**config.mk**
```make
export PLATFORM = sky130hd
export DESIGN_NAME = bitmap_page_frame_allocator_flat
export DESIGN_NICKNAME = d
export VERILOG_FILES = /design/src/hdl/bpfa_pkg.sv /design/src/hdl/bpfa_if.sv /design/src/hdl/bpfa_first_free.sv /design/src/hdl/bpfa_core.sv /design/src/hdl/bitmap_page_frame_allocator.sv /design/src/flat_wrapper.sv
export SDC_FILE = /design/constraint.sdc
export NUM_CORES = 1
export LEC_CHECK = 0
export BUFFER_PORTS_ARGS = -buffer_cell sky130_fd_sc_hd__buf_2
export CAP_MARGIN = 20
export CORE_MARGIN = 4
export CORE_UTILIZATION = 54
export DETAILED_ROUTE_END_ITERATION = 6
export PLACE_DENSITY = 0.76
export SYNTH_ARGS = -nofsm -noshare
export SYNTH_HDL_FRONTEND = slang
export SYNTH_HIERARCHICAL = 1
export SYNTH_SLANG_ARGS = --single-unit
```
**constraint.sdc**
```tcl
create_clock -name clk -period 2.3 [get_ports clk]
set_input_delay 0.115 -clock clk [delete_from_list [all_inputs] [get_ports clk]]
set_output_delay 0.115 -clock clk [all_outputs]
set_load 0.05 [all_outputs]
```
**src/hdl/bpfa_pkg.sv**
```systemverilog
package bpfa_pkg;

  // Sizing of the frame pool and of the per-process page table
  localparam int NUM_FRAMES = 8;
  localparam int MAX_PAGES  = 8;

  localparam int FRAME_W  = (NUM_FRAMES > 1) ? $clog2(NUM_FRAMES) : 1;
  localparam int PAGE_W   = (MAX_PAGES > 1) ? $clog2(MAX_PAGES) : 1;
  localparam int FREE_W   = $clog2(NUM_FRAMES + 1);
  localparam int CNT_W    = $clog2(MAX_PAGES + 1);
  localparam int NPAGES_W = 4;
  localparam int CMP_W    = 8;

  typedef enum logic {
    CMD_ALLOC = 1'b0,
    CMD_FREE  = 1'b1
  } cmd_t;

  typedef enum logic [1:0] {
    ST_OK           = 2'd0,
    ST_NO_FRAMES    = 2'd1,
    ST_NOTHING_FREE = 2'd2,
    ST_TOO_LARGE    = 2'd3
  } status_t;

  // Result of the lowest-free-frame search
  typedef struct packed {
    logic               found;
    logic [FRAME_W-1:0] frame;
  } ffs_t;

endpackage

```
**src/hdl/bpfa_if.sv**
```systemverilog
interface bpfa_req_if import bpfa_pkg::*; ();
  logic                valid;
  logic                ready;
  logic                command;
  logic [NPAGES_W-1:0] num_pages;

  modport source (output valid, command, num_pages, input ready);
  modport sink   (input valid, command, num_pages, output ready);
endinterface

interface bpfa_rsp_if import bpfa_pkg::*; ();
  logic               valid;
  logic               ready;
  status_t            status;
  logic               page_valid;
  logic [PAGE_W-1:0]  page_index;
  logic [FRAME_W-1:0] frame_number;
  logic [FREE_W-1:0]  free_frames;
  logic               last;

  modport source (output valid, status, page_valid, page_index, frame_number,
                  free_frames, last, input ready);
  modport sink   (input valid, status, page_valid, page_index, frame_number,
                  free_frames, last, output ready);
endinterface

```
**src/hdl/bpfa_first_free.sv**
```systemverilog
module bpfa_first_free import bpfa_pkg::*; (
  input  logic [NUM_FRAMES-1:0] used_map,
  output ffs_t                  ffs
);

  // priority encoder: lowest clear bit wins
  always_comb begin
    ffs = '0;
    for (int i = NUM_FRAMES - 1; i >= 0; i--) begin
      if (!used_map[i]) begin
        ffs.found = 1'b1;
        ffs.frame = FRAME_W'(i);
      end
    end
  end

endmodule

```
**src/hdl/bpfa_core.sv**
```systemverilog
module bpfa_core import bpfa_pkg::*; (
  input  logic                  clk,
  input  logic                  rst_n,
  bpfa_req_if.sink              in_req,
  bpfa_rsp_if.source            out_rsp,
  output logic [NUM_FRAMES-1:0] used_map,
  input  ffs_t                  ffs
);

  typedef enum logic [1:0] {
    S_IDLE,
    S_ALLOC,
    S_FREE
  } state_t;

  state_t                state_r, state_nxt;
  logic [NUM_FRAMES-1:0] frame_used_r, frame_used_nxt;
  logic [FREE_W-1:0]     free_cnt_r, free_cnt_nxt;
  logic [CNT_W-1:0]      count_r, count_nxt;
  logic                  alloc_r, alloc_nxt;
  logic [CNT_W-1:0]      idx_r, idx_nxt;

  logic                  ovalid_r, ovalid_nxt;
  status_t               ostatus_r, ostatus_nxt;
  logic                  opv_r, opv_nxt;
  logic [PAGE_W-1:0]     opage_r, opage_nxt;
  logic [FRAME_W-1:0]    oframe_r, oframe_nxt;
  logic [FREE_W-1:0]     ofree_r, ofree_nxt;
  logic                  olast_r, olast_nxt;

  logic [FRAME_W-1:0]    tbl_r [MAX_PAGES];
  logic                  tbl_we;
  logic [PAGE_W-1:0]     tbl_idx;
  logic [FRAME_W-1:0]    rel_frame;
  logic                  slot_free;
  logic                  accept;
  logic                  alloc_last;

  assign slot_free    = !ovalid_r || out_rsp.ready;
  assign in_req.ready = (state_r == S_IDLE) && slot_free;
  assign accept       = in_req.valid && in_req.ready;
  assign used_map     = frame_used_r;
  assign tbl_idx      = idx_r[PAGE_W-1:0];
  assign rel_frame    = tbl_r[tbl_idx];
  assign alloc_last   = (idx_r + 1'b1) == count_r;

  assign out_rsp.valid        = ovalid_r;
  assign out_rsp.status       = ostatus_r;
  assign out_rsp.page_valid   = opv_r;
  assign out_rsp.page_index   = opage_r;
  assign out_rsp.frame_number = oframe_r;
  assign out_rsp.free_frames  = ofree_r;
  assign out_rsp.last         = olast_r;

  always_comb begin
    state_nxt      = state_r;
    frame_used_nxt = frame_used_r;
    free_cnt_nxt   = free_cnt_r;
    count_nxt      = count_r;
    alloc_nxt      = alloc_r;
    idx_nxt        = idx_r;
    ovalid_nxt     = ovalid_r && !out_rsp.ready;
    ostatus_nxt    = ostatus_r;
    opv_nxt        = opv_r;
    opage_nxt      = opage_r;
    oframe_nxt     = oframe_r;
    ofree_nxt      = ofree_r;
    olast_nxt      = olast_r;
    tbl_we         = 1'b0;

    case (state_r)
      S_IDLE: begin
        if (accept) begin
          // single-result replies carry no page
          opv_nxt    = 1'b0;
          opage_nxt  = '0;
          oframe_nxt = '0;
          ofree_nxt  = free_cnt_r;
          olast_nxt  = 1'b1;
          idx_nxt    = '0;
          if (in_req.command == CMD_FREE) begin
            if (!alloc_r) begin
              ovalid_nxt  = 1'b1;
              ostatus_nxt = ST_NOTHING_FREE;
            end else begin
              state_nxt = S_FREE;
            end
          end else if (CMP_W'(in_req.num_pages) > CMP_W'(MAX_PAGES)) begin
            ovalid_nxt  = 1'b1;
            ostatus_nxt = ST_TOO_LARGE;
          end else if (CMP_W'(in_req.num_pages) > CMP_W'(free_cnt_r)) begin
            ovalid_nxt  = 1'b1;
            ostatus_nxt = ST_NO_FRAMES;
          end else begin
            count_nxt = CNT_W'(in_req.num_pages);
            alloc_nxt = 1'b1;
            if (in_req.num_pages == '0) begin
              ovalid_nxt  = 1'b1;
              ostatus_nxt = ST_OK;
            end else begin
              state_nxt = S_ALLOC;
            end
          end
        end
      end
      S_ALLOC: begin
        if (slot_free) begin
          frame_used_nxt[ffs.frame] = 1'b1;
          free_cnt_nxt = free_cnt_r - 1'b1;
          tbl_we       = 1'b1;
          ovalid_nxt   = 1'b1;
          ostatus_nxt  = ST_OK;
          opv_nxt      = 1'b1;
          opage_nxt    = tbl_idx;
          oframe_nxt   = ffs.frame;
          ofree_nxt    = free_cnt_r - 1'b1;
          olast_nxt    = alloc_last;
          idx_nxt      = idx_r + 1'b1;
          if (alloc_last) begin
            state_nxt = S_IDLE;
          end
        end
      end
      S_FREE: begin
        if (idx_r < count_r) begin
          if (frame_used_r[rel_frame]) begin
            frame_used_nxt[rel_frame] = 1'b0;
            free_cnt_nxt = free_cnt_r + 1'b1;
          end
          idx_nxt = idx_r + 1'b1;
        end else if (slot_free) begin
          alloc_nxt   = 1'b0;
          ovalid_nxt  = 1'b1;
          ostatus_nxt = ST_OK;
          ofree_nxt   = free_cnt_r;
          state_nxt   = S_IDLE;
        end
      end
      default: begin
        state_nxt = S_IDLE;
      end
    endcase
  end

  always_ff @(posedge clk) begin
    if (!rst_n) begin
      state_r      <= S_IDLE;
      frame_used_r <= '0;
      free_cnt_r   <= FREE_W'(NUM_FRAMES);
      count_r      <= '0;
      alloc_r      <= 1'b0;
      idx_r        <= '0;
      ovalid_r     <= 1'b0;
    end else begin
      state_r      <= state_nxt;
      frame_used_r <= frame_used_nxt;
      free_cnt_r   <= free_cnt_nxt;
      count_r      <= count_nxt;
      alloc_r      <= alloc_nxt;
      idx_r        <= idx_nxt;
      ovalid_r     <= ovalid_nxt;
    end
    ostatus_r <= ostatus_nxt;
    opv_r     <= opv_nxt;
    opage_r   <= opage_nxt;
    oframe_r  <= oframe_nxt;
    ofree_r   <= ofree_nxt;
    olast_r   <= olast_nxt;
  end

  // page table: no reset, entries read only below the recorded count
  always_ff @(posedge clk) begin
    if (tbl_we) begin
      tbl_r[tbl_idx] <= ffs.frame;
    end
  end

  a_free_count: assert property (@(posedge clk) disable iff (!rst_n)
    free_cnt_r == FREE_W'(NUM_FRAMES - $countones(frame_used_r)))
    else $error("free count out of step with bitmap");

  a_alloc_found: assert property (@(posedge clk) disable iff (!rst_n)
    (state_r == S_ALLOC) |-> ffs.found)
    else $error("allocation running with no free frame");

  a_alloc_dec: assert property (@(posedge clk) disable iff (!rst_n)
    (state_r == S_ALLOC && slot_free) |=> free_cnt_r == $past(free_cnt_r) - 1'b1)
    else $error("granted page did not consume a frame");

endmodule

```
**src/hdl/bitmap_page_frame_allocator.sv**
```systemverilog
// Allocate of N pages: after the request is accepted, one page per cycle while
// the result slot can take it (the shared first-free encoder grants one frame a
// cycle). Error and zero-page replies are a single result. Free: the request is
// accepted, each table entry is walked, then the reply is given. Backpressure
// on the result side holds back the page results and the replies.
// Reset (synchronous, active low): all frames free, none allocated, table kept.
module bitmap_page_frame_allocator import bpfa_pkg::*; (
  input  logic       clk,
  input  logic       rst_n,
  bpfa_req_if.sink   in_req,
  bpfa_rsp_if.source out_rsp
);

  // Reset leaves the page table unwritten; it is only read below the count
  // recorded by the last allocate.

  // bitmap of used frames, owned by the sequencer
  logic [NUM_FRAMES-1:0] used_map;
  // lowest free frame, recomputed every cycle from the bitmap
  ffs_t                  ffs;

  // Shared search unit: one grant per cycle while allocating and the slot is free
  bpfa_first_free u_first_free (
    .used_map (used_map),
    .ffs      (ffs)
  );

  // Sequencer: request checks, page grant loop, release walk over the table,
  // and the registered result slot that decouples the response side.
  bpfa_core u_core (
    .clk      (clk),
    .rst_n    (rst_n),
    .in_req   (in_req),
    .out_rsp  (out_rsp),
    .used_map (used_map),
    .ffs      (ffs)
  );

endmodule

```
**src/flat_wrapper.sv**
```systemverilog
// flat-port wrapper written by rule: the top's interface ports become plain ports
module bitmap_page_frame_allocator_flat import bpfa_pkg::*;
  (clk, rst_n, in_req_valid, in_req_command, in_req_num_pages, in_req_ready, out_rsp_valid, out_rsp_status, out_rsp_page_valid, out_rsp_page_index, out_rsp_frame_number, out_rsp_free_frames, out_rsp_last, out_rsp_ready);
  bpfa_req_if in_req_i ();
  bpfa_rsp_if out_rsp_i ();
  input  logic clk;
  input  logic rst_n;
  input wire logic [$bits(in_req_i.valid)-1:0] in_req_valid;
  input wire logic [$bits(in_req_i.command)-1:0] in_req_command;
  input wire logic [$bits(in_req_i.num_pages)-1:0] in_req_num_pages;
  output wire logic [$bits(in_req_i.ready)-1:0] in_req_ready;
  output wire logic [$bits(out_rsp_i.valid)-1:0] out_rsp_valid;
  output wire logic [$bits(out_rsp_i.status)-1:0] out_rsp_status;
  output wire logic [$bits(out_rsp_i.page_valid)-1:0] out_rsp_page_valid;
  output wire logic [$bits(out_rsp_i.page_index)-1:0] out_rsp_page_index;
  output wire logic [$bits(out_rsp_i.frame_number)-1:0] out_rsp_frame_number;
  output wire logic [$bits(out_rsp_i.free_frames)-1:0] out_rsp_free_frames;
  output wire logic [$bits(out_rsp_i.last)-1:0] out_rsp_last;
  input wire logic [$bits(out_rsp_i.ready)-1:0] out_rsp_ready;
  assign in_req_i.valid = in_req_valid;
  assign in_req_i.command = in_req_command;
  assign in_req_i.num_pages = in_req_num_pages;
  assign in_req_ready = in_req_i.ready;
  assign out_rsp_valid = out_rsp_i.valid;
  assign out_rsp_status = out_rsp_i.status;
  assign out_rsp_page_valid = out_rsp_i.page_valid;
  assign out_rsp_page_index = out_rsp_i.page_index;
  assign out_rsp_frame_number = out_rsp_i.frame_number;
  assign out_rsp_free_frames = out_rsp_i.free_frames;
  assign out_rsp_last = out_rsp_i.last;
  assign out_rsp_i.ready = out_rsp_ready;
  bitmap_page_frame_allocator u_core (.clk(clk), .rst_n(rst_n), .in_req(in_req_i), .out_rsp(out_rsp_i));
endmodule
```
Word-level counts from Yosys, hierarchy flattened
Memories as Yosys holds them, arrays and structs flattened. A register that Yosys moved wholly into a read port is not among the register bits.
Cells that the tools add are included.
{"block": "totals", "ff_bits": 38, "ram_bits": 24, "inputBits": 9, "output_inout_bits": 16, "word_cells": 154, "n_memories": 1}
{"memory": "u_core.u_core.tbl_r", "words": 8, "width": 3, "rd": 1, "rd_clocked_by_memory_dff": 1, "write_ports": 1, "line": "bpfa_core.sv:31", "rtl": "logic [FRAME_W-1:0] tbl_r [MAX_PAGES];"}
{"block": "classes", "n_addsub": 3, "order_cmp": 7, "eq_ne": 19, "mux": 83, "bitwise": 6, "n_reduce_logical": 22}
{"operator": "two-way mux 3 bit", "count": 13}
{"operator": "two-way mux 2 bit", "count": 18}
{"operator": "two-way mux 4 bit", "count": 9}
{"operator": "two-way mux 1 bit", "count": 25}
{"operator": "two-way mux 8 bit", "count": 3}
{"operator": "case mux 4 bit (3 select lines)", "count": 2}
{"operator": "!= test 2 bit, second input constant", "count": 10}
{"operator": "case mux 8 bit (2 select lines)", "count": 1}
{"operator": "!= test 3 bit, second input constant", "count": 5}
{"operator": "AND reduction 5 bit", "count": 3}
{"operator": "case mux 2 bit (3 select lines)", "count": 2}
{"operator": "case mux 3 bit (2 select lines)", "count": 2}
{"operator": "AND reduction 9 bit", "count": 1}
{"operator": "adder 4 x 1 -> 4 bit, second input constant", "count": 2}
{"operator": "bitwise AND 8 bit", "count": 1}
{"operator": "< comparator 3 x 4 -> 1 bit, second input constant", "count": 2}
{"operator": "NOT 8 bit", "count": 1}
{"operator": "OR 8 bit", "count": 1}
{"operator": "case mux 4 bit (2 select lines)", "count": 1}
{"operator": "AND reduction 4 bit", "count": 2}
{"operator": "AND reduction 7 bit", "count": 1}
{"operator": "demux 1 bit (select 3 bit)", "count": 2}
{"operator": "greater-or-equal comparator 3 x 1 -> 1 bit, second input constant", "count": 2}
{"operator": "case mux 1 bit (2 select lines)", "count": 3}
{"operator": "19 further kinds", "count": 28}

Logic depth before layout (Yosys ltp)
Gate-level depths: netlist (run 1).
{"block": "depth", "ltp_word": 15, "ltp_mapped": 10, "depth_no_buf": 9}

Hierarchy
The synthesis (run 1) kept the hierarchy.
{"module": "bpfa_core", "instances": 1, "cells_each": 291, "area_each_um2": 3269.4, "seq_area_each_um2": 1681.6}
{"module": "bpfa_first_free", "instances": 1, "cells_each": 14, "area_each_um2": 80.1, "seq_area_each_um2": 0.0}

Worst setup path before layout (run 1)
OpenSTA, ideal clock, no wires.
{"block": "synth_timing", "kind": "reg-to-reg", "from": "register (tool-made name)", "to": "register u_core.u_core.free_cnt_r[2]", "setup_ps": 71, "t_arrival_ps": 2388, "required_time_ps": 2229, "setup_slack_ps": -158, "stages_incl_launch_ff": 9, "path_buffers": 1, "period_less_slack_ps": 2458, "cell_sequence": "dfxtp_1 > buf_6 > mux4_2 > mux2_2 > mux2i_1 > nor3_1 > o311ai_4 > or3_1 > a21oi_1"}
{"item": "to (signal assigned)", "line": "bpfa_core.sv:149", "rtl": "free_cnt_r <= FREE_W'(NUM_FRAMES);"}
{"item": "to (signal assigned)", "line": "bpfa_core.sv:157", "rtl": "free_cnt_r <= free_cnt_nxt;"}
{"item": "to (decl)", "line": "bpfa_core.sv:18", "rtl": "logic [FREE_W-1:0] free_cnt_r, free_cnt_nxt;"}

==> flow_summary.ini, run 1 <==
[run_status]
outcome = finished, violations left
violations = setup timing

[cts]
postCtsHoldBufs = 0
max-clock-path-buffers = 2
htreeDepth = 3
clock_network_latency_to_the_later_pin_of_the_worst_skew_pair_ns = 0.33
clock_input_transition_at_the_sequential_cells_of_the_worst_setup_and_hold_paths_ns = 0.07
numCtsBuffers = 9
root_buffer_selected_by_cts = clkbuf_8
cts_tree = yes
cts_num_sinks = 65

[logic_synthesis]
syn_area_um2 = 3340
postSynthNetCount = 327
synthesis.instances = 303
synthesis.area_per_instance_um2 = 11.0
warnings_synthesis = 6

[sta]
rsz0062_at_grt = yes
fin_skew_ns = 0.00584
fin_crit_ns = 2.44
number_of_pins_with_negative_max_slew_slack_in_the_final_report = 0
finalSetupViolations = 5
maxSlewHeadroom_pct = 56.7
post-route-worst-setup-slack_ns = -0.139
finalHoldViolCount = 0
fin_crit_sh_pct = 106
worst_pin_slew_ns = 0.648
fmax_mhz = 410
setup_tns_ns = -0.468

[critical_path]
required_ns = 2.50
cp_max_fo = 6
worst_setup_path_end_kind = register
crit_end = u_core/u_core/free_cnt_r[1]$_SDFFE_PN0P_
cp-start-kind = register
path_class = reg2reg
critPathArrivalTime_ns = 2.64
reg2regPathDepth = 8
rrSetupSlack_ns = -0.14
critical_path.reg2reg.endpoint = u_core/u_core/free_cnt_r[1]$_SDFFE_PN0P_

[placed_design]
dpl_worst_slack_ns = -0.221
hpwlAfterDp_um = 5420
detailed_place.area_um2 = 3770
routabilityCongestion = 0.907
buffer_ports.inserted = 24

[die]
floorplan.die.height_um = 86.6
die_width_um = 86.6
core-area_um2 = 5960
die_area_um2 = 7510
total_i_o_pin_count = 25
initial_core_util_pct = 56.1
std_cell_rows = 28

[routing]
detailedRoute.firstPassIterationCount = 4
route.vias.total = 2663
total_wire_length_um = 7860
route.detailed.vias_per_inst = 5.94
detailedRoute.firstIterationViolations = 187
wl_per_cell_um = 17.5
ant_nets = 0
detail_route.drc_violations = 0

[job]
max_cap_violations = 0

[grt]
grt_pass1_vias = 2609
overflow = 0
gr-usage-all-layers_pct = 22.1
antenna_found_initial = 0
grt_start_max_net_pins = 18
grt_first_pass_wirelength_um = 12700

[power_and_ir_drop]
worst_ir_drop_vdd_mv = 0.631
power-per-cell-area_nw_per_um2 = 928
leakagePower_nw = 1.58

[layout]
area.growth.synth_to_final_pct = 24.7
stdcell_area_um2 = 4160
layout.core_utilization_pct = 69.9
num-nets-final = 392
post_route_cells_drive_above_1_share_pct = 30.0
antennaDiodeCount = 0

[hold_path]
hp-class = in2reg
hold_start = in_req_num_pages[0]
sequential cells by signal (all words and copies together), names as in the netlist, named ones only:
register,flops
u_core/u_core/tbl_r,24
u_core/u_core/out_rsp.valid,1
u_core/u_core/free_cnt_r,4
u_core/u_core/out_rsp.page_index,3
u_core/u_core/out_rsp.status,2
u_core/u_core/idx_r,4
u_core/u_core/out_rsp.frame_number,3
u_core/u_core/state_r,2
u_core/u_core/alloc_r,1
u_core/u_core/out_rsp.last,1
u_core/u_core/out_rsp.page_valid,1
u_core/u_core/out_rsp.free_frames,4
u_core/u_core/used_map,8
u_core/u_core/count_r,4
power by group:
group / leakage [nW] / internal (W) / switching, W
clock network: 0.106 / 0.000610 / 0.000447
registers: 0.579 / 0.00139 / 0.0000625
logic: 0.894 / 0.000487 / 0.000870
total: 1.58 / 0.00248 / 0.00138
layer usage:
| metal | up-vias | global-route usage, % | routed length, µm |
|---|---|---|---|
| li1 | 1249 | - | - |
| met1 | 1306 | 30.7 | 3500 |
| met3 | 11 | 4.18 | 502 |
| met5 | - | 0 | 0 |
| met2 | 97 | 33.9 | 3730 |
| met4 | 0 | 9.21 | 121 |
what timing repair did:
item | 4_1_cts | 5_1_grt
cloned | 0 | 0
pin swaps | 5 | 8
endpoints found under the setup margin | 9 | 22
setup buffers | 3 | 5
resized for setup | 8 | 16
how the worst min path moves through the flow:
stage,to,slack (ns),cells after the start
5_1_grt,u_core/u_core/free_cnt_r[3]$_SDFFE_PN1P_,0.08,2
3_5_place_dp,u_core/u_core/count_r[0]$_SDFFE_PN0P_,0.42,3
2_1_floorplan,u_core/u_core/used_map[1]$_SDFFE_PN0P_,0.26,1
3_3_place_gp,u_core/u_core/count_r[0]$_SDFFE_PN0P_,0.41,3
6_report,u_core/u_core/count_r[0]$_SDFFE_PN0P_,0.09,3
4_1_cts,u_core/u_core/count_r[0]$_SDFFE_PN0P_,0.06,3
area by class of cell:
class / instances / area (µm²)
clock buffers: 9 / 124
flip-flops and latches: 65 / 1690
multi-input cells: 212 / 1670
inverters: 16 / 60.1
well taps: 75 / 93.8
fillers: 419 / 1790
repair buffers: 64 / 432
clock inverters: 7 / 93.8
cell usage in the layout, fill, tap and decap left out, types with 10 or more instances in the layout:
cell type	instances
dfxtp_1	24
ha_1	15
nor3_1	10
edfxtp_1	38
buf_2	24
nand2_1	27
buf_4	37
inv_1	16
nor2_1	26
a21oi_1	10
worst max-delay path: stages (launching register included):
cell,delay (ns)
dfxtp_4,0.40
mux4_2,0.56
mux2_4,0.34
buf_4,0.15
nand2b_4,0.07
o221ai_4,0.13
o311ai_4,0.39
mux2i_1,0.23
nor2_1,0.05
per-stage QoR:
stage	power [W]	std cells	hold WS [ns]
2_1_floorplan	0.00235	303	0.257
3_3_place_gp	0.00269	425	0.406
3_5_place_dp	0.00272	425	0.421
4_1_cts	0.00381	443	0.0626
5_1_grt	0.00404	448	0.0760
6_report	0.00386	448	0.0871
Power figures use the tool's default switching activity.
==> run 2, diff against run 1 <==
--- a/config.mk
+++ b/config.mk
@@ -11,6 +11,7 @@
 export CORE_UTILIZATION = 54
 export DETAILED_ROUTE_END_ITERATION = 6
 export PLACE_DENSITY = 0.76
+export SETUP_SLACK_MARGIN = 0.3
 export SYNTH_ARGS = -nofsm -noshare
 export SYNTH_HDL_FRONTEND = slang
 export SYNTH_HIERARCHICAL = 1
==> run 2 against run 1 <==
Against the previous run:
- the flow still finishes with violations (setup timing)
- combinational power is essentially flat
- power is essentially flat
- via count shrank 0.53%
- die area is the same
- clock-buffer cell count is the same
- critical path depth shrank 1
- clock power is essentially flat
- clock skew grew 0.0045 ns
- flip-flop and latch count is the same
- wire length grew 2.5%
- non-clock buffer count shrank 9
- sequential share of layout area is essentially flat
==> flow_summary.ini, run 2 (same netlist as run 1, synthesis figures left out) <==
[layout]
layout.filler_cells = 420
layout.area.seq_um2 = 1690
antennaDiodeCount = 0
multi_input_area_um2 = 1750
number_of_flip_flops_under_the_largest_register_name = 24
num-nets-final = 383
layout.cells.non_filler = 439
mostFrequentLayoutCells = edfxtp_1 (38), buf_4 (29), nand2_1 (25)
area.growth.synth_to_final_pct = 24.9
layout.core_utilization_pct = 70.0
layout.cells.most_common = edfxtp_1
top_register = u_core/u_core/tbl_r
post_route_cells_drive_above_1_share_pct = 32.4

[die]
total_i_o_pin_count = 25
initial_core_util_pct = 56.1
die_area_um2 = 7510
core-area_um2 = 5960
std_cell_rows = 28
die_width_um = 86.6
floorplan.die.height_um = 86.6

[cts]
max-clock-path-buffers = 2
cts_num_sinks = 65
clock_network_latency_to_the_later_pin_of_the_worst_skew_pair_ns = 0.34
cts_tree = yes
root_buffer_selected_by_cts = clkbuf_8
numCtsBuffers = 9
htreeDepth = 3
postCtsHoldBufs = 0
clock_input_transition_at_the_sequential_cells_of_the_worst_setup_and_hold_paths_ns = 0.07

[critical_path]
cp-start-kind = register
required_ns = 2.51
worst_setup_path_end_kind = register
critPathArrivalTime_ns = 2.69
cp_max_fo = 6
path_class = reg2reg

[routing]
detailedRoute.firstPassIterationCount = 5
ant_nets = 0
wl_per_cell_um = 18.4
route.vias.total = 2649
total_wire_length_um = 8060
detail_route.drc_violations = 0
detailedRoute.firstIterationViolations = 231
route.detailed.vias_per_inst = 6.03

[power_and_ir_drop]
power_frac_clock_pct = 27.3
worst_ir_drop_vdd_mv = 0.684
leakagePower_nw = 1.55
p_int_w = 0.00247
fraction_of_power_consumed_by_combinational_cells_pct = 34.8
seq_power_share_pct = 37.9
swShare_pct = 36.1
power.switching_w = 0.00140
power-per-cell-area_nw_per_um2 = 926

[grt]
grt_first_pass_wirelength_um = 13000
grt_start_max_net_pins = 18
overflow = 0
antenna_found_initial = 0
global_route.peak_usage_layer = met2
global_route.usage.met1_pct = 30.1
grt_pass1_vias = 2602
use_met2_pct = 37.6
gr-usage-all-layers_pct = 22.9
globalRouteMet3Util_pct = 3.71

[sta]
maxSlewHeadroom_pct = 55.4
fin_skew_ns = 0.0103
fin_crit_sh_pct = 108
post-route-worst-setup-slack_ns = -0.181
fin_crit_ns = 2.48
finalSetupViolations = 8
finalHoldViolCount = 0
fmax_mhz = 403
number_of_pins_with_negative_max_slew_slack_in_the_final_report = 0
worst_pin_slew_ns = 0.660
rsz0062_at_grt = yes

[placed_design]
hpwlAfterDp_um = 5370
routabilityCongestion = 0.873
buffer_ports.inserted = 24
dp.cells = 416

[job]
max_cap_violations = 0

[run_status]
violations = setup timing
outcome = finished, violations left

[hold_path]
hp-class = in2reg
==> run 2: changes by cell type in the layout (fill, tap and decap cells not counted), sizes merged <==
cell / delta
buf: -9
clkinv: +1
clkinvlp: -1
==> run 2: worst max-delay path, cell delays in order (launching register included) <==
cell and delay [ns]:
dfxtp_4 0.41, mux4_2 0.57, mux2i_4 0.21, mux2i_2 0.28, o221ai_4 0.15, o311ai_4 0.45, mux2i_1 0.23, nor2_1 0.05
==> run 2: stage by stage <==
| step | area [µm²] | worst slack (ns) | TNS (ns) | total power, W | hold WS [ns] |
|---|---|---|---|---|---|
| 4_1_cts | 4090 | -0.112 | -0.456 | 0.00383 | 0.0553 |
| 3_5_place_dp | 3740 | -0.234 | -1.41 | 0.00269 | 0.419 |
| 5_1_grt | 4170 | -0.277 | -1.75 | 0.00405 | 0.0781 |
| 2_1_floorplan | 3390 | -0.0327 | -0.0627 | 0.00237 | 0.262 |
| 3_3_place_gp | 3740 | -0.160 | -0.744 | 0.00267 | 0.405 |
| 6_report | 4170 | -0.181 | -0.988 | 0.00386 | 0.0689 |
==> run 2: area by class of cell <==
| cell class | instances | area share [%] |
|---|---|---|
| clock buffers | 9 | 2.97 |
| clock inverters | 7 | 2.25 |
| inverters | 16 | 1.44 |
| multi-input cells | 212 | 41.9 |
| flip-flops and latches | 65 | 40.6 |
| well taps | 75 | 2.25 |
| repair buffers | 55 | 8.64 |
==> run 2: routing by layer <==
| metal | wire length [µm] | up-vias |
|---|---|---|
| li1 | - | 1240 |
| met1 | 3510 | 1268 |
| met2 | 3860 | 116 |
| met3 | 465 | 25 |
| met4 | 220 | 0 |
| met5 | 0 | - |
==> run 2: final timing paths <==
path	slack (ns)	cells past startpoint	end	startpoint
hold reg to reg	0.51	1	u_core/u_core/alloc_r$_SDFFE_PN0P_	u_core/u_core/alloc_r$_SDFFE_PN0P_
setup reg to reg	-0.18	7	u_core/u_core/free_cnt_r[1]$_SDFFE_PN0P_	register
setup / recovery	-0.18	7	u_core/u_core/free_cnt_r[1]$_SDFFE_PN0P_	register
hold / removal	0.07	3	u_core/u_core/count_r[3]$_SDFFE_PN0P_	in_req_num_pages[3]
==> run 2: timing repair <==
action	4_1_cts	5_1_grt
resized for setup	19	15
setup endpoints to repair	29	34
pin swaps	11	7
buffers inserted	5	2
==> run 2: power by group through the flow <==
stage | registers [W] | clock network [W] | logic, W
2_1_floorplan | 0.00175 | 0 | 0.000622
3_5_place_dp | 0.00148 | 0 | 0.00121
6_report | 0.00146 | 0.00106 | 0.00135
3_3_place_gp | 0.00148 | 0 | 0.00119
5_1_grt | 0.00148 | 0.00114 | 0.00144
4_1_cts | 0.00146 | 0.00107 | 0.00129
